--- src/rtl/core/rae_pkg.sv ---
// ----------------------------------------------------------------------------
// rae_pkg
// Shared widths, opcodes, status codes and types of the register ALU
// instruction executor.
// ----------------------------------------------------------------------------
package rae_pkg;

  localparam int DATA_WIDTH     = 16;
  localparam int REGISTER_COUNT = 8;
  localparam int IDX_W          = $clog2(REGISTER_COUNT);
  localparam int OPCODE_W       = 6;
  localparam int INSTR_W        = 16;
  localparam int STATUS_W       = 2;
  localparam int CNT_W          = $clog2(DATA_WIDTH + 1);
  localparam int OUT_W          = IDX_W + DATA_WIDTH + STATUS_W;
  localparam int OUT_TDATA_W    = ((OUT_W + 7) / 8) * 8;

  localparam int OPCODE_LSB = 9;
  localparam int DEST_LSB   = 6;
  localparam int SRC1_LSB   = 3;
  localparam int SRC2_LSB   = 0;

  localparam logic [OPCODE_W-1:0] OP_ADD = OPCODE_W'(0);
  localparam logic [OPCODE_W-1:0] OP_SUB = OPCODE_W'(1);
  localparam logic [OPCODE_W-1:0] OP_MUL = OPCODE_W'(2);
  localparam logic [OPCODE_W-1:0] OP_DIV = OPCODE_W'(3);

  localparam logic [STATUS_W-1:0] STATUS_WRITTEN  = STATUS_W'(0);
  localparam logic [STATUS_W-1:0] STATUS_UNKNOWN  = STATUS_W'(1);
  localparam logic [STATUS_W-1:0] STATUS_DIV_ZERO = STATUS_W'(2);

  typedef enum logic [1:0] {
    S_IDLE,
    S_READ,
    S_DIV,
    S_DONE
  } state_t;

  typedef struct packed {
    logic                  en;
    logic [IDX_W-1:0]      addr;
    logic [DATA_WIDTH-1:0] data;
  } rf_wr_t;

endpackage

--- src/rtl/core/register_alu_instruction_executor_unit.sv ---
// ----------------------------------------------------------------------------
// register_alu_instruction_executor_unit
// Executes one three-register ALU instruction per item on an eight-entry
// register file and reports destination, written value and status.
// ----------------------------------------------------------------------------
// Usage:
//   Input channel s_*: one 16-bit instruction word per item.
//   Output channel m_*: one result item per instruction, in order.
//   An instruction is taken only while the unit is idle. For add, subtract,
//   multiply, divides by zero and rejected opcodes the result passes through
//   the read and done states into the output register; a divide with a nonzero
//   divisor also waits in the divide state for the one-bit-per-cycle divider.
//   The next instruction may be accepted in the cycle after the result is
//   loaded into the output register.
//   Source registers are read from the register file RAMs at acceptance,
//   through their registered read ports; the destination is written when the
//   result is loaded, so a following instruction always sees the new value.
//   Reset empties the output register and returns every register to its
//   own index, with no clearing pass.
//   While the receiver stalls, the result is held in the output register;
//   a finished result behind it waits in the unit until the slot frees.
// ----------------------------------------------------------------------------
module register_alu_instruction_executor_unit
  import rae_pkg::*;
(
  input  logic                   clk,
  input  logic                   rst,
  input  logic                   s_tvalid,
  output logic                   s_tready,
  input  logic [INSTR_W-1:0]     s_tdata,  // instruction
  output logic                   m_tvalid,
  input  logic                   m_tready,
  output logic [OUT_TDATA_W-1:0] m_tdata   // dest_index, write_value, status, zero pad
);

  state_t                state;
  state_t                state_next;
  logic                  accept;
  logic                  out_free;
  logic [OPCODE_W-1:0]   op;
  logic [IDX_W-1:0]      dest;
  logic [DATA_WIDTH-1:0] src_a;
  logic [DATA_WIDTH-1:0] src_b;
  logic [2*DATA_WIDTH-1:0] product;
  logic [DATA_WIDTH-1:0] res_value;
  logic [DATA_WIDTH-1:0] res_value_next;
  logic [STATUS_W-1:0]   res_status;
  logic [STATUS_W-1:0]   res_status_next;
  logic                  div_start;
  logic                  div_done;
  logic [DATA_WIDTH-1:0] div_quotient;
  logic                  load_out;
  rf_wr_t                rf_wr;
  logic [IDX_W-1:0]      out_dest;
  logic [DATA_WIDTH-1:0] out_value;
  logic [STATUS_W-1:0]   out_status;

  assign accept   = s_tvalid && s_tready;
  assign out_free = !m_tvalid || m_tready;
  assign product  = src_a * src_b;

  rae_regfile u_regfile (
    .clk       (clk),
    .rst       (rst),
    .rd_addr_a (s_tdata[SRC1_LSB +: IDX_W]),
    .rd_addr_b (s_tdata[SRC2_LSB +: IDX_W]),
    .rd_data_a (src_a),
    .rd_data_b (src_b),
    .wr        (rf_wr)
  );

  rae_div u_div (
    .clk      (clk),
    .rst      (rst),
    .start    (div_start),
    .dividend (src_a),
    .divisor  (src_b),
    .done     (div_done),
    .quotient (div_quotient)
  );

  always_ff @(posedge clk) begin
    if (rst) begin
      state <= S_IDLE;
    end else begin
      state <= state_next;
    end
  end

  always_comb begin
    state_next = state;
    unique case (state)
      S_IDLE: if (s_tvalid) state_next = S_READ;
      S_READ: state_next = div_start ? S_DIV : S_DONE;
      S_DIV:  if (div_done) state_next = S_DONE;
      S_DONE: if (out_free) state_next = S_IDLE;
      default: state_next = S_IDLE;
    endcase
  end

  always_comb begin
    s_tready  = 1'b0;
    div_start = 1'b0;
    load_out  = 1'b0;
    unique case (state)
      S_IDLE: s_tready = 1'b1;
      S_READ: div_start = (op == OP_DIV) && (src_b != '0);
      S_DIV:  ;
      S_DONE: load_out = out_free;
      default: ;
    endcase
  end

  always_comb begin
    rf_wr.en   = load_out && (res_status == STATUS_WRITTEN);
    rf_wr.addr = dest;
    rf_wr.data = res_value;
  end

  always_comb begin
    res_status_next = STATUS_WRITTEN;
    res_value_next  = '0;
    unique case (op)
      OP_ADD: res_value_next = src_a + src_b;
      OP_SUB: res_value_next = src_a - src_b;
      OP_MUL: res_value_next = product[DATA_WIDTH-1:0];
      OP_DIV: if (src_b == '0) res_status_next = STATUS_DIV_ZERO;
      default: res_status_next = STATUS_UNKNOWN;
    endcase
  end

  always_ff @(posedge clk) begin
    if (accept) begin
      op   <= s_tdata[OPCODE_LSB +: OPCODE_W];
      dest <= s_tdata[DEST_LSB +: IDX_W];
    end
    if (state == S_READ) begin
      res_status <= res_status_next;
      res_value  <= res_value_next;
    end else if (state == S_DIV && div_done) begin
      res_value <= div_quotient;
    end
  end

  always_ff @(posedge clk) begin
    if (rst) begin
      m_tvalid <= 1'b0;
    end else if (load_out) begin
      m_tvalid <= 1'b1;
    end else if (m_tready) begin
      m_tvalid <= 1'b0;
    end
  end

  always_ff @(posedge clk) begin
    if (load_out) begin
      out_dest   <= dest;
      out_value  <= res_value;
      out_status <= res_status;
    end
  end

  assign m_tdata = {(OUT_TDATA_W - OUT_W)'(0), out_status, out_value, out_dest};

`ifndef SYNTHESIS
  a_write_matches_out: assert property (@(posedge clk) disable iff (rst)
    rf_wr.en |=> m_tvalid && out_status == STATUS_WRITTEN &&
                 out_value == $past(rf_wr.data) && out_dest == $past(rf_wr.addr))
    else $error("register write differs from reported result");

  a_no_write_zero: assert property (@(posedge clk) disable iff (rst)
    m_tvalid && out_status != STATUS_WRITTEN |-> out_value == '0)
    else $error("rejected instruction reports nonzero value");

  a_status_code: assert property (@(posedge clk) disable iff (rst)
    m_tvalid |-> out_status == STATUS_WRITTEN || out_status == STATUS_UNKNOWN ||
                 out_status == STATUS_DIV_ZERO)
    else $error("undefined status code");

  a_div_done_state: assert property (@(posedge clk) disable iff (rst)
    div_done |-> state == S_DIV)
    else $error("divider finished outside divide state");
`endif

endmodule

--- src/rtl/core/rae_ram.sv ---
// ----------------------------------------------------------------------------
// rae_ram
// Generic single-write, single-read synchronous RAM with registered read.
// ----------------------------------------------------------------------------
module rae_ram #(
  parameter int WIDTH = 16,
  parameter int DEPTH = 8
) (
  input  logic                     clk,
  input  logic                     we,
  input  logic [$clog2(DEPTH)-1:0] waddr,
  input  logic [WIDTH-1:0]         wdata,
  input  logic [$clog2(DEPTH)-1:0] raddr,
  output logic [WIDTH-1:0]         rdata
);

  logic [WIDTH-1:0] mem [DEPTH];

  always_ff @(posedge clk) begin
    if (we) begin
      mem[waddr] <= wdata;
    end
    rdata <= mem[raddr];
  end

endmodule

--- src/rtl/core/rae_regfile.sv ---
// ----------------------------------------------------------------------------
// rae_regfile
// Register file: two RAM copies for two read ports, with per-entry valid
// bits that return the reset contents until an entry is first written.
// ----------------------------------------------------------------------------
module rae_regfile
  import rae_pkg::*;
(
  input  logic                  clk,
  input  logic                  rst,
  input  logic [IDX_W-1:0]      rd_addr_a,
  input  logic [IDX_W-1:0]      rd_addr_b,
  output logic [DATA_WIDTH-1:0] rd_data_a,
  output logic [DATA_WIDTH-1:0] rd_data_b,
  input  rf_wr_t                wr
);

  logic [REGISTER_COUNT-1:0] valid;
  logic [IDX_W-1:0]          addr_a_q;
  logic [IDX_W-1:0]          addr_b_q;
  logic                      valid_a_q;
  logic                      valid_b_q;
  logic [DATA_WIDTH-1:0]     ram_a;
  logic [DATA_WIDTH-1:0]     ram_b;

  rae_ram #(.WIDTH(DATA_WIDTH), .DEPTH(REGISTER_COUNT)) u_ram_a (
    .clk   (clk),
    .we    (wr.en),
    .waddr (wr.addr),
    .wdata (wr.data),
    .raddr (rd_addr_a),
    .rdata (ram_a)
  );

  rae_ram #(.WIDTH(DATA_WIDTH), .DEPTH(REGISTER_COUNT)) u_ram_b (
    .clk   (clk),
    .we    (wr.en),
    .waddr (wr.addr),
    .wdata (wr.data),
    .raddr (rd_addr_b),
    .rdata (ram_b)
  );

  always_ff @(posedge clk) begin
    if (rst) begin
      valid <= '0;
    end else if (wr.en) begin
      valid[wr.addr] <= 1'b1;
    end
  end

  always_ff @(posedge clk) begin
    addr_a_q  <= rd_addr_a;
    addr_b_q  <= rd_addr_b;
    valid_a_q <= valid[rd_addr_a];
    valid_b_q <= valid[rd_addr_b];
  end

  assign rd_data_a = valid_a_q ? ram_a : DATA_WIDTH'(addr_a_q);
  assign rd_data_b = valid_b_q ? ram_b : DATA_WIDTH'(addr_b_q);

endmodule

--- src/rtl/core/rae_div.sv ---
// ----------------------------------------------------------------------------
// rae_div
// Unsigned restoring divider, one quotient bit per cycle.
// ----------------------------------------------------------------------------
module rae_div
  import rae_pkg::*;
(
  input  logic                  clk,
  input  logic                  rst,
  input  logic                  start,
  input  logic [DATA_WIDTH-1:0] dividend,
  input  logic [DATA_WIDTH-1:0] divisor,
  output logic                  done,
  output logic [DATA_WIDTH-1:0] quotient
);

  logic                  busy;
  logic [CNT_W-1:0]      cnt;
  logic [DATA_WIDTH-1:0] rem;
  logic [DATA_WIDTH-1:0] dvs;
  logic [DATA_WIDTH:0]   shifted;
  logic [DATA_WIDTH:0]   diff;

  assign shifted = {rem, quotient[DATA_WIDTH-1]};
  assign diff    = shifted - {1'b0, dvs};

  always_ff @(posedge clk) begin
    if (rst) begin
      busy <= 1'b0;
      done <= 1'b0;
    end else begin
      done <= 1'b0;
      if (start) begin
        busy <= 1'b1;
      end else if (busy && cnt == CNT_W'(1)) begin
        busy <= 1'b0;
        done <= 1'b1;
      end
    end
  end

  always_ff @(posedge clk) begin
    if (start) begin
      cnt      <= CNT_W'(DATA_WIDTH);
      rem      <= '0;
      quotient <= dividend;
      dvs      <= divisor;
    end else if (busy) begin
      cnt <= cnt - CNT_W'(1);
      if (!diff[DATA_WIDTH]) begin
        rem      <= diff[DATA_WIDTH-1:0];
        quotient <= {quotient[DATA_WIDTH-2:0], 1'b1};
      end else begin
        rem      <= shifted[DATA_WIDTH-1:0];
        quotient <= {quotient[DATA_WIDTH-2:0], 1'b0};
      end
    end
  end

endmodule

--- config.mk ---
export PLATFORM = sky130hd
export DESIGN_NAME = register_alu_instruction_executor_unit
export DESIGN_NICKNAME = d
export VERILOG_FILES = /design/src/rtl/core/rae_pkg.sv /design/src/rtl/core/register_alu_instruction_executor_unit.sv /design/src/rtl/core/rae_ram.sv /design/src/rtl/core/rae_regfile.sv /design/src/rtl/core/rae_div.sv
export SDC_FILE = /design/constraint.sdc
export NUM_CORES = 1
export LEC_CHECK = 0
export BUFFER_PORTS_ARGS = -buffer_cell sky130_fd_sc_hd__buf_2
export CORE_UTILIZATION = 58
export CTS_CLUSTER_SIZE = 24
export DETAILED_ROUTE_END_ITERATION = 10
export GPL_TIMING_DRIVEN = 0
export PLACE_DENSITY_LB_ADDON = 0.12
export SLEW_MARGIN = 20
export SYNTH_ARGS = -nofsm -noshare
export SYNTH_HDL_FRONTEND = slang
export SYNTH_HIERARCHICAL = 1
export SYNTH_SLANG_ARGS = --single-unit
--- constraint.sdc ---
create_clock -name clk -period 6 [get_ports clk]
set_input_delay 1.2 -clock clk [delete_from_list [all_inputs] [get_ports clk]]
set_output_delay 1.2 -clock clk [all_outputs]
set_load 0.01 [all_outputs]
# Word level (Yosys, flattened, before mapping)
# Memory sizes are Yosys's and may differ from the RTL's. A register that Yosys moved wholly into a read port is not among the register bits.
# Cells that the tools add are included.
# totals
register_bits	122
mem_bits_rw	256
in_bits	20
out_inout_bits	26
elab_cells	94
memories	2
# mem_list
name	words	word_bits	read_ports	rd_clocked_by_memory_dff	wr	line	source
u_regfile.u_ram_a.mem	8	16	1	1	1	rae_ram.sv:17	logic [WIDTH-1:0] mem [DEPTH];
u_regfile.u_ram_b.mem	8	16	1	1	1	rae_ram.sv:17	
# classes
add_sub_neg	4
n_mul	1
order_cmp	4
n_eq_ne	10
mux	32
bitwise_logic	1
reduce_logical	20
# op_table
op	count
2-to-1 mux 16 bit	7
case mux 16 bit (3 select lines)	1
subtractor 17 x 16 -> 17 bit	1
adder 16 bit	1
zero test 16 bit	1
multiplier 16 x 16 -> 16 bit	1
nonzero test 16 bit	1
subtractor 16 bit	1
2-to-1 mux 1 bit	15
equality test 6 x 2 -> 1 bit (second input constant)	2
less-than comparator 3 x 4 -> 1 bit (second input constant)	3
2-to-1 mux 2 bit	4
bitwise OR 8 bit	1
case mux 2 bit (4 select lines)	1
nonzero test 2 bit	4
binary-select mux 1 bit (select 3 bit)	2
equality test 6 x 1 -> 1 bit (second input constant)	1
logical AND 1 bit	6
zero test 6 bit	1
equality test 5 x 1 -> 1 bit (second input constant)	1
subtractor 5 x 1 -> 5 bit (second input constant)	1
equality test 2 bit (second input constant)	2
zero test 2 bit	2
!= test 2 bit (second input constant)	2
other kinds (10)	10

# Logic depth before layout (Yosys ltp)
# Gate-level depths: netlist of the first run.
# depth
ltp_word	6
mapped_depth	23
depth_no_buf	21

# Hierarchy
# Netlist of the first run, hierarchy kept.
# modules_own_cells
mod	n_inst	cells_per_inst	area_each_um2	seq_area_each_um2
rae_ram	2	214	5293.8	4164.0
register_alu_instruction_executor_unit	1	761	7018.0	1501.4
rae_div	1	282	3002.9	1421.4
rae_regfile	1	80	833.3	320.3

# Worst setup path before layout of the first run
# OpenSTA, ideal clock, no wires.
# synth_path
path_kind	reg2reg
startpoint	register u_regfile.valid_b_q
endpoint	register res_value[15] (data pin)
setup_time_ns	0.262
arrival_ns	5.536
t_required_ns	5.738
slack_ns	0.202
stages_incl_launch_ff	22
path_buffers	2
synth_period_minus_slack_ns	5.798
cell_sequence	dfxtp_1 -> mux2_2 -> clkbuf_1 -> clkbuf_1 -> and2_1 -> fa_1 -> inv_1 -> fa_1 -> inv_1 -> fa_1 -> fa_1 -> inv_1 -> fa_1 -> fa_1 -> xor2_1 -> xnor2_1 -> xnor2_1 -> xnor2_1 -> xnor3_1 -> nor3_1 -> nand3b_1 -> a31oi_1
# synth_between
elab_chain_cells	4
# synth_lines
item	line	source
start, declared	rae_regfile.sv:22	logic valid_b_q;
start signal, assigned	rae_regfile.sv:56	valid_b_q <= valid[rd_addr_b];
2-to-1 mux 16 bit *	rae_regfile.sv:60	assign rd_data_b = valid_b_q ? ram_b : DATA_WIDTH'(addr_b_q);
via src_b[2]	register_alu_instruction_executor_unit.sv:43	logic [DATA_WIDTH-1:0] src_b;
multiplier 16 x 16 -> 16 bit (tied with other cells)	register_alu_instruction_executor_unit.sv:60	assign product = src_a * src_b;
case mux 16 bit (3 select lines) *	register_alu_instruction_executor_unit.sv:123	unique case (op)
2-to-1 mux 16 bit *	register_alu_instruction_executor_unit.sv:137	if (state == S_READ) begin
end signal, assigned	register_alu_instruction_executor_unit.sv:139	res_value <= res_value_next;
end signal, assigned	register_alu_instruction_executor_unit.sv:141	res_value <= div_quotient;
end, declared	register_alu_instruction_executor_unit.sv:45	logic [DATA_WIDTH-1:0] res_value;
# Mark *: on every way through the listed nets, which the timed path passes. The rest lies on a longest branch.
# A chain may end at the register's enable or synchronous reset.

# Final worst setup path of the first run
# layout_path
startpoint	register u_regfile.valid_b_q
endpoint	register res_value[10] (data pin)
# Same word-level chain as after synthesis.

==> implementation parameters, run 1 <==
Parameter                              Value

Worst setup path
  Stage delay of the slowest cell on the critical path ... between 0.5 and 0.6 ns
  Critical path arrival ... 6.14 ns
  Crit path max-delay cell type ... sky130_fd_sc_hd__or4_1
  Endpoint class of the critical path ... register
  Crit path cell chain ... buf_4, mux2_4, buf_12, and2_1, fa_1, fa_1, ha_1, fa_1, inv_1, fa_1, fa_1, inv_1, ha_1, or4_1, a31oi_2, xnor2_1, a221oi_2, nor2_1
  Family with the most delay on the worst path ... adder cells
  Reg-to-reg slack, setup ... 0.13 ns
  Number of buffer and inverter stages on the critical path ... 4
  Crit path from ... u_regfile/valid_b_q$_DFF_P_
  Start of the worst register-to-register path ... u_regfile/valid_b_q$_DFF_P_
  Critical Path Start Type ... register
  Crit Path Category ... reg -> reg
  Destination of the worst register-to-register timing path ... res_value[10]$_DFFE_PP_
  Required time reported for the critical path endpoint ... 6.27 ns
  Crit Path Max Fanout ... 7
  Critical Path Most Common Cell ... sky130_fd_sc_hd__fa_1
  Depth of the most critical reg-to-reg path ... 18

Floorplan
  Effective utilization at floorplan ... 58.71%
  Chip Height ... 194.3 um
  I/O pin count ... 46
  Total die area ... 37740 um^2
  CORE AREA ... around 37000 um^2
  Number of core rows ... 70
  Die boundary width ... 194.3 um

Min path
  Class of the most critical hold timing path ... reg -> reg
  HP Start ... u_regfile/valid[1]$_SDFFE_PP0P_
  Worst hold path cell count ... 2
  Worst Hold Path EP ... u_regfile/valid[1]$_SDFFE_PP0P_

STA
  Final clock skew ... roughly 0.031 ns
  Maximum clock rate ... 0.1704 GHz
  Max Transition Viols Final ... 0
  Unrepaired setup endpoints after global routing ... true
  Setup tns final ... 0 ns
  Final critical path time including I/O delays and setup ... 5.868 ns
  Max transition margin ... 44.15%
  Slew at the pin closest to its max-slew limit ... roughly 0.83 ns
  Share of the clock period used by the worst path ... a little over nine tenths
  Tightest hold margin ... between 0.4 and 0.5 ns
  Setup-violating endpoint count in the final report ... 0
  Final hold vios ... 0

Logic synthesis
  Count of unique library cells instantiated by Yosys ... between 60 and 70
  Count of flip-flops with a built-in enable after synthesis ... 336
  Per-instance average area after synthesis ... 13.82 um^2
  Post-Synthesis Cell Area ... 21440 um^2
  Yosys reg bits ... 410
  Share of the yosys chip area belonging to registers ... 53.97%
  Synthesis warning total ... 6
  Post-synthesis instance total ... 1551
  Asr flop ratio synth ... 0%
  Leading register cell type out of synthesis ... sky130_fd_sc_hd__edfxtp_1

CTS
  Clock slew at the register clock pins of the worst setup and hold paths ... 0.06 ns
  Inserted Clock Buffers ... 42
  Clock network latency to the later pin of the worst-skew pair ... between 0.5 and 0.6 ns
  CTS H-tree depth ... 2
  CTS Root Buffer Type ... sky130_fd_sc_hd__clkbuf_16
  Sinks on Clock Net ... a little over 400
  Clock tree from TritonCTS ... built
  Maximum number of buffers from clock root to sink ... 3

Place
  Final Wtd Congestion ... 0.9136
  Quantity of I/O buffers inserted on ports ... 41
  HPWL after detailed placement ... 34.52 mm

GRT
  Wire length of the first global-routing pass ... 74.62 mm
  GR Overflow Total ... 0
  GRT Overall Usage ... 26.64%
  Vias in the first global route ... 12760
  Largest net degree at the start of global routing ... 20
  Number of antenna violations at the first check in global routing ... 0

Flow run
  Maximum Capacitance Violations ... 0

Cells and area
  Area occupied by multi-input gates ... 9153 um^2
  Sequential Area ... 11580 um^2
  Most common cell after layout, fill and taps aside ... sky130_fd_sc_hd__edfxtp_1
  Share of layout cells above drive strength 1 ... 18.10%
  Leading cell types in the layout, fill and taps excluded ... sky130_fd_sc_hd__edfxtp_1 (336), sky130_fd_sc_hd__inv_1 (152), sky130_fd_sc_hd__nand2_1 (111), sky130_fd_sc_hd__ha_1 (86), sky130_fd_sc_hd__and2_1 (80)
  Total number of nets in the final design ... roughly 1900
  Count of fill cells added during filler insertion ... 2601
  Antenna Diode Count ... 0
  Layout overhead on the synthesized area ... 13.54%

Drt
  Final wirelength ... a little under 50 mm
  Initial DRT Pass Iterations ... 5
  Wire per inst ... 22.65 um
  Number of design-rule violations left by the first detailed-router iteration ... 878
  Via density per instance ... 5.853
  Post-DRT Antenna Nets ... 0
  Via count ... 12670
  DRC violations left ... 0

Pwr
  PwrDens ... around 320 nW/um^2
  Peak VDD IR ... roughly 0.00031 V
  Leakage dissipation ... 9.400 nW

Status
  Run status ... completed
## worst reg2reg max path: stages, from the launching register on
cell and delay (ns):
sky130_fd_sc_hd__dfxtp_4 0.40, sky130_fd_sc_hd__buf_4 0.13, sky130_fd_sc_hd__mux2_4 0.35, sky130_fd_sc_hd__buf_12 0.16
sky130_fd_sc_hd__and2_1 0.14, sky130_fd_sc_hd__fa_1 0.49, sky130_fd_sc_hd__fa_1 0.51, sky130_fd_sc_hd__ha_1 0.21
sky130_fd_sc_hd__fa_1 0.48, sky130_fd_sc_hd__inv_1 0.06, sky130_fd_sc_hd__fa_1 0.51, sky130_fd_sc_hd__fa_1 0.50
sky130_fd_sc_hd__inv_1 0.04, sky130_fd_sc_hd__ha_1 0.23, sky130_fd_sc_hd__or4_1 0.59, sky130_fd_sc_hd__a31oi_2 0.22
sky130_fd_sc_hd__xnor2_1 0.16, sky130_fd_sc_hd__a221oi_2 0.35, sky130_fd_sc_hd__nor2_1 0.09
## layout make-up
class | count | area share (%)
Clock buffer | 57 | 4.882
Timing Repair Buffer | 76 | 2.518
Tap cell | 468 | 2.405
Multi-Input combinational cell | 926 | 37.59
Buffer | 54 | 1.686
Clock inverter | 19 | 0.9816
Inverter | 154 | 2.374
Sequential cell | 410 | 47.56
## stage by stage
stage	setup slack (ns)	cells	instance area (um^2)	util, %	total power, mW
2_1_floorplan	0.2021	1553	21450	-	4.598
3_3_place_gp	-1.531	2062	22240	60.89	5.005
3_5_place_dp	-0.8275	2084	22600	61.89	5.058
4_1_cts	-0.04654	2158	24140	66.10	7.728
5_1_grt	-0.03080	2164	24350	66.66	8.002
6_report	0.1315	2164	24350	66.66	7.695
## synthesized netlist by cell type, types with 4 or more instances
library cell               count  share of area [%]
sky130_fd_sc_hd__nand3_1      13               0.30
sky130_fd_sc_hd__and2_1       95                2.8
sky130_fd_sc_hd__o21ai_0      22               0.51
sky130_fd_sc_hd__o41ai_1       4               0.16
sky130_fd_sc_hd__mux2i_1      16               0.75
sky130_fd_sc_hd__dfxtp_1      74                6.9
sky130_fd_sc_hd__nor2b_1       7               0.20
sky130_fd_sc_hd__a21o_1        4               0.14
sky130_fd_sc_hd__nor2_1       86                1.5
sky130_fd_sc_hd__nor3_1       20               0.47
sky130_fd_sc_hd__mux4_1       60                7.4
sky130_fd_sc_hd__xor2_1       24               0.98
sky130_fd_sc_hd__inv_1       154                2.7
sky130_fd_sc_hd__mux4_2        8               0.84
sky130_fd_sc_hd__clkbuf_1     29               0.51
sky130_fd_sc_hd__a21oi_1      52                1.2
sky130_fd_sc_hd__edfxtp_1    336                 47
sky130_fd_sc_hd__ha_1         88                5.1
sky130_fd_sc_hd__a221oi_1     12               0.49
sky130_fd_sc_hd__o21bai_1      4               0.14
sky130_fd_sc_hd__xnor2_1      52                2.1
sky130_fd_sc_hd__o211ai_1      6               0.21
sky130_fd_sc_hd__buf_6        13               0.68
sky130_fd_sc_hd__and3_1        5               0.15
sky130_fd_sc_hd__buf_2         4              0.093
sky130_fd_sc_hd__nand2b_1     16               0.47
sky130_fd_sc_hd__a211oi_1     17               0.60
sky130_fd_sc_hd__o21a_1        7               0.25
sky130_fd_sc_hd__fa_1         82                7.7
sky130_fd_sc_hd__buf_1         9               0.16
sky130_fd_sc_hd__nand2_1     111                1.9
sky130_fd_sc_hd__mux2_2       56                2.9
## metal layers
layer	GRT usage, %	wire (um)	vias to the layer above	share of wire [%]
met2	45.00	24010	406	49
met4	9.083	1536	0	3.1
met1	35.80	20600	6360	42
met5	0	0	-	0
met3	3.514	2857	84	5.8
li1	-	-	5816	-
## power breakdown
group	total, mW	internal [mW]	leakage [nW]	switching (mW)
clock	2.67	1.61	0.698	1.06
combinational	1.21	0.519	5.05	0.690
sequential	3.82	3.47	3.65	0.346
total	7.69	5.60	9.40	2.09
## logic make-up (layout without fill, tap and decap cells)
logic type,after synthesis,in the layout,synth area share [%]
AND/OR/NAND/NOR,383,383,8.963
flip-flops,410,410,53.97
AO/OA/AOI/OAI,152,152,4.680
adder cells (fa/ha/maj),170,170,12.79
buffers and inverters,217,360,4.417
XOR/XNOR,78,78,3.285
multiplexers,140,140,11.88
other,1,3,0.01749
## state kept, by name, indices dropped and copies added (netlist names), 16 cells and up
register,count
u_regfile/u_ram_b/rdata,16
u_regfile/u_ram_a/mem,128
u_div/rem,16
res_value,16
u_regfile/u_ram_a/rdata,16
u_div/dvs,16
u_div/quotient,16
u_regfile/u_ram_b/mem,128
out_value,16
## how the worst max path moves through the flow
stage | to | slack (ns) | cells past startpoint
floorplan | res_value[15]$_DFFE_PP_ | 0.20 | 21
CTS | res_value[14]$_DFFE_PP_ | -0.05 | 21
finish | res_value[10]$_DFFE_PP_ | 0.13 | 18
global placement | u_regfile/u_ram_b/mem[4][11]$_DFFE_PP_ | -1.53 | 6
detailed placement | res_value[12]$_DFFE_PP_ | -0.83 | 21
global route | res_value[15]$_DFFE_PP_ | -0.03 | 20
## repair_timing
action	4_1_cts	5_1_grt
resized for setup	52	50
pin swaps	3	21
setup endpoints to repair	8	5
setup buffers	2	11
hold buffers	0	0
cloned	0	0
No activity file was read; power rests on OpenSTA's default activity.
==> run 2: changes to the inputs <==
- CORE_UTILIZATION: 58 -> 60
- CTS_BUF_LIST: unset -> sky130_fd_sc_hd__clkbuf_2 sky130_fd_sc_hd__clkbuf_4 sky130_fd_sc_hd__clkbuf_8
==> run 2 against run 1 <==
Compared with the run above:
- routed wire length shrank 1.7%
- global-route usage grew 0.99 points
- cell area shrank 1.4%
- sequential power is essentially flat
- register-to-register slack gained 0.03 ns
- critical path depth grew 2
- worst setup slack gained 0.030 ns
- first-iteration DRC count shrank 8.9%
- final cell count grew 0.83%
- via count grew 1.0%
- die area shrank 3.3%
- clock skew shrank 0.0033 ns
- largest cell class unchanged
- largest power group unchanged
==> implementation parameters, run 2 (synthesized netlist as in run 1, its figures left out) <==
Parameter                              Value

Status
  Run status ... completed

Drt
  Via density per instance ... 5.864
  Initial DRT Pass Iterations ... 5
  Number of design-rule violations left by the first detailed-router iteration ... 800
  Post-DRT Antenna Nets ... 0
  Wire per inst ... roughly 22 um
  Final wirelength ... 48.19 mm
  DRC violations left ... 0
  Via count ... 12800

GRT
  GR Overflow Total ... 0
  Wire length of the first global-routing pass ... 73.73 mm
  Number of antenna violations at the first check in global routing ... 0
  Vias in the first global route ... 12920
  GRT Overall Usage ... approximately 28%
  Largest net degree at the start of global routing ... 20

CTS
  Clock network latency to the later pin of the worst-skew pair ... 0.61 ns
  CTS Root Buffer Type ... sky130_fd_sc_hd__clkbuf_8
  Maximum number of buffers from clock root to sink ... 3
  Clock slew at the register clock pins of the worst setup and hold paths ... 0.06 ns
  Clock tree from TritonCTS ... built
  Number of buffers inserted by hold repair at cts ... 0
  Inserted Clock Buffers ... 68
  CTS H-tree depth ... 3
  Sinks on Clock Net ... 410

Floorplan
  I/O pin count ... between 40 and 50
  Number of core rows ... 68
  Chip Height ... 191.0 um
  CORE AREA ... 34880 um^2
  Total die area ... around 36000 um^2
  Effective utilization at floorplan ... 61.47%
  Die boundary width ... between 150 and 200 um

Worst setup path
  Family with the most delay on the worst path ... adder cells
  Crit path from ... u_regfile/valid_b_q$_DFF_P_
  Crit Path Category ... reg -> reg
  Crit Path Max Fanout ... 10
  Required time reported for the critical path endpoint ... 6.36 ns
  Start of the worst register-to-register path ... u_regfile/valid_b_q$_DFF_P_
  Critical Path Start Type ... register
  Stage delay of the slowest cell on the critical path ... 0.55 ns
  Reg-to-reg slack, setup ... ~0.16 ns
  Endpoint class of the critical path ... register
  Number of logic stages on the critical path including buffering ... 20
  Critical path arrival ... 6.20 ns
  Destination of the worst register-to-register timing path ... res_value[12]$_DFFE_PP_
  Crit path cell chain ... mux2_4, buf_6, and2_1, fa_1, inv_1, fa_1, fa_1, fa_1, inv_1, fa_1, inv_1, fa_1, inv_1, ha_2, and3_1, a21oi_2, nand3b_1, xor2_1, a221oi_2, nor2_1
  Critical Path Most Common Cell ... sky130_fd_sc_hd__fa_1
  Worst setup path endpoint ... res_value[12]$_DFFE_PP_
  Number of buffer and inverter stages on the critical path ... 5
  Crit path max-delay cell type ... sky130_fd_sc_hd__fa_1
  Depth of the most critical reg-to-reg path ... 20

Flow run
  Maximum Capacitance Violations ... 0

STA
  Max transition margin ... about 44%
  Slew at the pin closest to its max-slew limit ... approximately 0.84 ns
  Share of the clock period used by the worst path ... 97.31%
  Final hold vios ... 0
  Final critical path time including I/O delays and setup ... 5.838 ns
  Max Transition Viols Final ... 0
  Maximum clock rate ... 0.1713 GHz
  Final clock skew ... 0.02754 ns
  Setup tns final ... 0 ns
  Setup-violating endpoint count in the final report ... 0
  Unrepaired setup endpoints after global routing ... true

Pwr
  Clock power share ... 32.1%
  PwrDens ... 308.3 nW/um^2
  Leakage dissipation ... roughly 9.3 nW
  Flop pwr share ... 51.6%
  Fraction of power spent switching nets ... between 20% and 30%
  Logic pwr share ... between 10% and 20%
  Peak VDD IR ... 0.0003051 V
  Internal power ... between 5 and 6 mW
  NetSw ... 2.093 mW

Cells and area
  Top flop regs ... u_regfile/u_ram_a/mem: 128 flops, u_regfile/u_ram_b/mem: 128 flops
  Most common cell after layout, fill and taps aside ... sky130_fd_sc_hd__edfxtp_1
  Layout overhead on the synthesized area ... 11.94%
  Share of layout cells above drive strength 1 ... 18.93%
  Post-route standard cell area excluding fillers ... approximately 24000 um^2
  Total number of nets in the final design ... 1869
  Leading cell types in the layout, fill and taps excluded ... sky130_fd_sc_hd__edfxtp_1 (336), sky130_fd_sc_hd__inv_1 (154), sky130_fd_sc_hd__nand2_1 (111), sky130_fd_sc_hd__ha_1 (87), sky130_fd_sc_hd__and2_1 (82)
  Antenna Diode Count ... 0
  Count of non-filler cells in the finished layout ... about 2200

Place
  Instance count after placement with tap cells included ... 2071
  HPWL after detailed placement ... between 30 and 40 mm
  Quantity of I/O buffers inserted on ports ... slightly above 40
  Placed standard-cell area ... about 23000 um^2
  Final Wtd Congestion ... 0.9546

Min path
  Class of the most critical hold timing path ... reg -> reg
run 2: cell count changes in the layout (fill, tap and decap cells not counted), moves of 5 or more:
cell,previous run,this run
sky130_fd_sc_hd__clkbuf_1,19,11
sky130_fd_sc_hd__buf_8,13,8
sky130_fd_sc_hd__clkinv_1,0,8
sky130_fd_sc_hd__clkbuf_16,43,0
sky130_fd_sc_hd__clkbuf_4,1,29
sky130_fd_sc_hd__clkbuf_8,10,75
run 2: repair_timing:
item	4_1_cts	5_1_grt
setup buffers	1	2
endpoints found under the setup margin	8	5
pin swaps	1	7
endpoints found under the hold margin	0	0
gates resized for setup	47	23
run 2: power groups by stage:
stage / sequential (mW) / combinational [mW] / clock, mW
3_3_place_gp: 3.86 / 1.14 / 0
5_1_grt: 3.85 / 1.32 / 2.55
6_report: 3.82 / 1.20 / 2.37
4_1_cts: 3.82 / 1.20 / 2.43
3_5_place_dp: 3.88 / 1.18 / 0
2_1_floorplan: 3.70 / 0.899 / 0
run 2: stage by stage:
stage	hold WS [ns]	power (mW)	setup slack [ns]	utilization [%]
2_1_floorplan	0.4275	4.598	0.2021	-
3_3_place_gp	0.4374	5.000	-1.440	63.71
3_5_place_dp	0.4561	5.060	-0.7528	64.66
4_1_cts	0.4641	7.450	0.03240	68.69
5_1_grt	0.4828	7.723	-0.02313	68.81
6_report	0.4648	7.400	0.1617	68.81
run 2: tightest hold or removal path, delay by kind of cell, from the launching register on:
family          cells  cell delay, ns
compound gates      1            0.05
buf+inv             1            0.05
flops               1            0.31
run 2: worst min-delay path by stage:
stage	from	endpoint	slack (ns)	depth (start not counted)
after CTS	u_regfile/valid[0]$_SDFFE_PP0P_	u_regfile/valid[0]$_SDFFE_PP0P_	0.46	2
after floorplan	res_status[1]$_DFFE_PP_	out_status[1]$_DFFE_PP_	0.43	0
final	u_regfile/valid[0]$_SDFFE_PP0P_	u_regfile/valid[0]$_SDFFE_PP0P_	0.46	2
after global routing	u_regfile/valid[1]$_SDFFE_PP0P_	u_regfile/valid[1]$_SDFFE_PP0P_	0.48	2
after global placement	res_status[1]$_DFFE_PP_	out_status[1]$_DFFE_PP_	0.44	0
after detailed placement	u_regfile/valid[0]$_SDFFE_PP0P_	u_regfile/valid[0]$_SDFFE_PP0P_	0.46	2
run 2: routing by layer:
metal | global-route usage (%) | part of all wire, % | up-vias | routed length (um)
li1 | - | - | 5859 | -
met3 | 5.287 | 6.0 | 108 | 2884
met1 | 36.34 | 42 | 6408 | 20170
met2 | 44.26 | 48 | 421 | 23090
met5 | 0 | 0 | - | 0
met4 | 13.57 | 4.2 | 0 | 2037
run 2: final cells by class:
class | instances | area [um^2]
flip-flops and latches | 410 | 11580
fillers | 2438 | 10880
inverters | 154 | 578.1
clock inverters | 20 | 136.4
repair buffers | 66 | 495.5
multi-input cells | 926 | 9082
well taps | 455 | 569.3
clock buffers | 98 | 1186
plain buffers | 53 | 377.9
==> run 3: changes to the inputs <==
- CELL_PAD_IN_SITES_DETAIL_PLACEMENT: unset -> 1
- CELL_PAD_IN_SITES_GLOBAL_PLACEMENT: unset -> 2
- CORE_UTILIZATION: 60 -> 43
==> run 3 against run 2 <==
Compared with the run above:
- routed wire length grew 17%
- worst hold slack lost 0.0075 ns
- clock power grew 12%
- largest power group unchanged
- clock skew increased by 0.0074 ns
- die area increased by 39%
- register-to-register slack got worse by 0.16 ns
- largest cell class unchanged
- cell area rose by 3.4%
- first-iteration DRC count decreased by 0.75%
- worst setup slack lost 0.16 ns
- combinational power increased by 6%
- total power up 5.0%
- critical path depth stayed put
==> implementation parameters, run 3 (synthesized netlist as in run 1, its figures left out) <==
Parameter                              Value

STA
  Final critical path time including I/O delays and setup ... 5.996 ns
  Slew at the pin closest to its max-slew limit ... 0.9715 ns
  Setup-violating endpoint count in the final report ... 0
  Max transition margin ... around a third
  Maximum clock rate ... 0.1668 GHz
  Share of the clock period used by the worst path ... 99.94%
  Final clock skew ... around 0.035 ns
  Final hold vios ... 0
  Tightest hold margin ... 0.4572 ns
  Max Transition Viols Final ... 0
  Setup tns final ... 0 ns
  Unrepaired setup endpoints after global routing ... true

GRT
  Wire length of the first global-routing pass ... 85.91 mm
  GRT Overall Usage ... about 23%
  Vias in the first global route ... 13920
  Largest net degree at the start of global routing ... 23
  Number of antenna violations at the first check in global routing ... 0
  GR Overflow Total ... 0

Cells and area
  Layout overhead on the synthesized area ... 15.77%
  Count of non-filler cells in the finished layout ... around 2400
  Count of fill cells added during filler insertion ... 4911
  Share of layout cells above drive strength 1 ... between 20% and 30%
  Total number of nets in the final design ... 1889
  Post-route standard cell area excluding fillers ... 24820 um^2
  Leading cell types in the layout, fill and taps excluded ... sky130_fd_sc_hd__edfxtp_1 (336), sky130_fd_sc_hd__inv_1 (152), sky130_fd_sc_hd__nand2_1 (111), sky130_fd_sc_hd__ha_1 (82), sky130_fd_sc_hd__clkbuf_8 (80)
  Most common cell after layout, fill and taps aside ... sky130_fd_sc_hd__edfxtp_1
  Final cell utilization of the core ... 50.61%
  Top flop regs ... u_regfile/u_ram_a/mem: 128 flops, u_regfile/u_ram_b/mem: 128 flops

Floorplan
  Effective utilization at floorplan ... 43.71%
  I/O pin count ... 46
  Number of core rows ... 81
  Total die area ... 50760 um^2
  CORE AREA ... around 50000 um^2
  Die boundary width ... 225.3 um
  Chip Height ... ~230 um

Flow run
  Maximum Capacitance Violations ... 0

CTS
  Clock tree from TritonCTS ... built
  CTS Root Buffer Type ... sky130_fd_sc_hd__clkbuf_8
  Clock slew at the register clock pins of the worst setup and hold paths ... approximately 0.070 ns
  Number of buffers inserted by hold repair at cts ... 0
  Sinks on Clock Net ... 410
  Inserted Clock Buffers ... 70
  CTS H-tree depth ... 3
  Clock network latency to the later pin of the worst-skew pair ... around 0.65 ns
  Maximum number of buffers from clock root to sink ... 3

Place
  Quantity of I/O buffers inserted on ports ... 41
  Final Wtd Congestion ... 0.8099
  Placed standard-cell area ... 22790 um^2
  HPWL after detailed placement ... ~40 mm
  Instance count after placement with tap cells included ... between 2000 and 2500

Worst setup path
  Crit path max-delay cell type ... sky130_fd_sc_hd__fa_1
  Crit path cell chain ... mux2_4, buf_4, clkbuf_16, nand2_1, fa_1, fa_1, inv_1, fa_1, fa_1, inv_1, fa_1, fa_2, xor2_1, xnor2_1, xnor2_1, xnor2_1, xnor3_1, nor3_1, nand3b_1, a31oi_4
  Endpoint class of the critical path ... register
  Stage delay of the slowest cell on the critical path ... 0.55 ns
  Critical Path Start Type ... register
  Critical path arrival ... 6.35 ns
  Critical Path Most Common Cell ... sky130_fd_sc_hd__fa_1
  Crit Path Category ... reg -> reg
  Depth of the most critical reg-to-reg path ... 20
  Required time reported for the critical path endpoint ... 6.35 ns
  Crit Path Max Fanout ... 5

Status
  Run status ... completed

Min path
  Class of the most critical hold timing path ... reg -> reg
  Worst hold path cell count ... 2

Drt
  Wire per inst ... 23.22 um
  Initial DRT Pass Iterations ... 5
  Number of design-rule violations left by the first detailed-router iteration ... 794
  Final wirelength ... 56.23 mm
  DRC violations left ... 0
  Post-DRT Antenna Nets ... 0
  Via density per instance ... 5.291
  Via count ... 12820

Pwr
  Leakage dissipation ... 9.545 nW
  Peak VDD IR ... 0.0003341 V
  PwrDens ... 312.9 nW/um^2
## run 3: cell count changes in the layout (fill, tap and decap cells not counted), sizes merged
cell / previous run / this run
inv: 157 / 156
bufinv: 1 / 4
clkinv: 13 / 20
clkinvlp: 3 / 1
buf: 98 / 116
clkbuf: 118 / 122
diode: 0 / 2
## run 3: worst paths after layout
| check | to | slack (ns) | startpoint |
|---|---|---|---|
| setup reg to reg | res_value[15]$_DFFE_PP_ | 0.004 | u_regfile/valid_b_q$_DFF_P_ |
| hold / removal | u_regfile/valid[4]$_SDFFE_PP0P_ | 0.46 | u_regfile/valid[4]$_SDFFE_PP0P_ |
| hold reg to reg | u_regfile/valid[4]$_SDFFE_PP0P_ | 0.46 | u_regfile/valid[4]$_SDFFE_PP0P_ |
| setup / recovery | res_value[15]$_DFFE_PP_ | 0.004 | u_regfile/valid_b_q$_DFF_P_ |
## run 3: per-layer routing
layer  share of wire, %  routed length [um]  track usage (%)  up-vias
met5                  0                   0                0        -
li1                   -                   -                -     5907
met4                1.9                1049            7.110        0
met1                 46               25940            31.24     6611
met2                 48               27270            38.69      221
met3                3.5                1972            3.755       76
## run 3: cell type report
type                       instances  area (um^2)  share of cell area [%]
inverter                         154        578.1                   2.329
tap                              664        830.8                   3.347
multi-input combinational        926         9236                   37.21
buffer                            57        489.2                   1.971
clock inverter                    27        251.5                   1.013
antenna                            2        5.005                 0.02016
clock buffer                     102         1260                   5.076
sequential                       410        11580                   46.64
timing repair buffer              80        594.3                   2.394
## run 3: stage by stage
step                power [mW]  setup slack [ns]
floorplan                4.598            0.2021
global placement         5.092            -1.321
detailed placement       5.140            -1.213
CTS                      7.854          -0.03202
global route             8.133           -0.1979
finish                   7.767          0.003529
## run 3: timing repair
item	CTS	global route
gates cloned	0	1
setup endpoints to repair	10	8
pin swaps	8	29
gates resized for setup	77	51
setup buffers	6	11
hold endpoints to repair	0	0
## run 3: where the power goes
part | leakage (nW) | switching (mW) | internal, mW
sequential | 3.65 | 0.359 | 3.48
clock | 0.793 | 1.13 | 1.53
combinational | 5.10 | 0.750 | 0.520
## run 3: worst max-delay path: cells and delay by family (launching register included)
family                     cells  cell delay, ns
adders and majority gates      6            2.82
xor gates and xnor gates       5            1.06
and+or+nand+nor                3            0.47
buffers and inverters          4            0.42
DFF                            1            0.39
muxes                          1            0.38
AOI/OAI and AO/OA              1            0.14
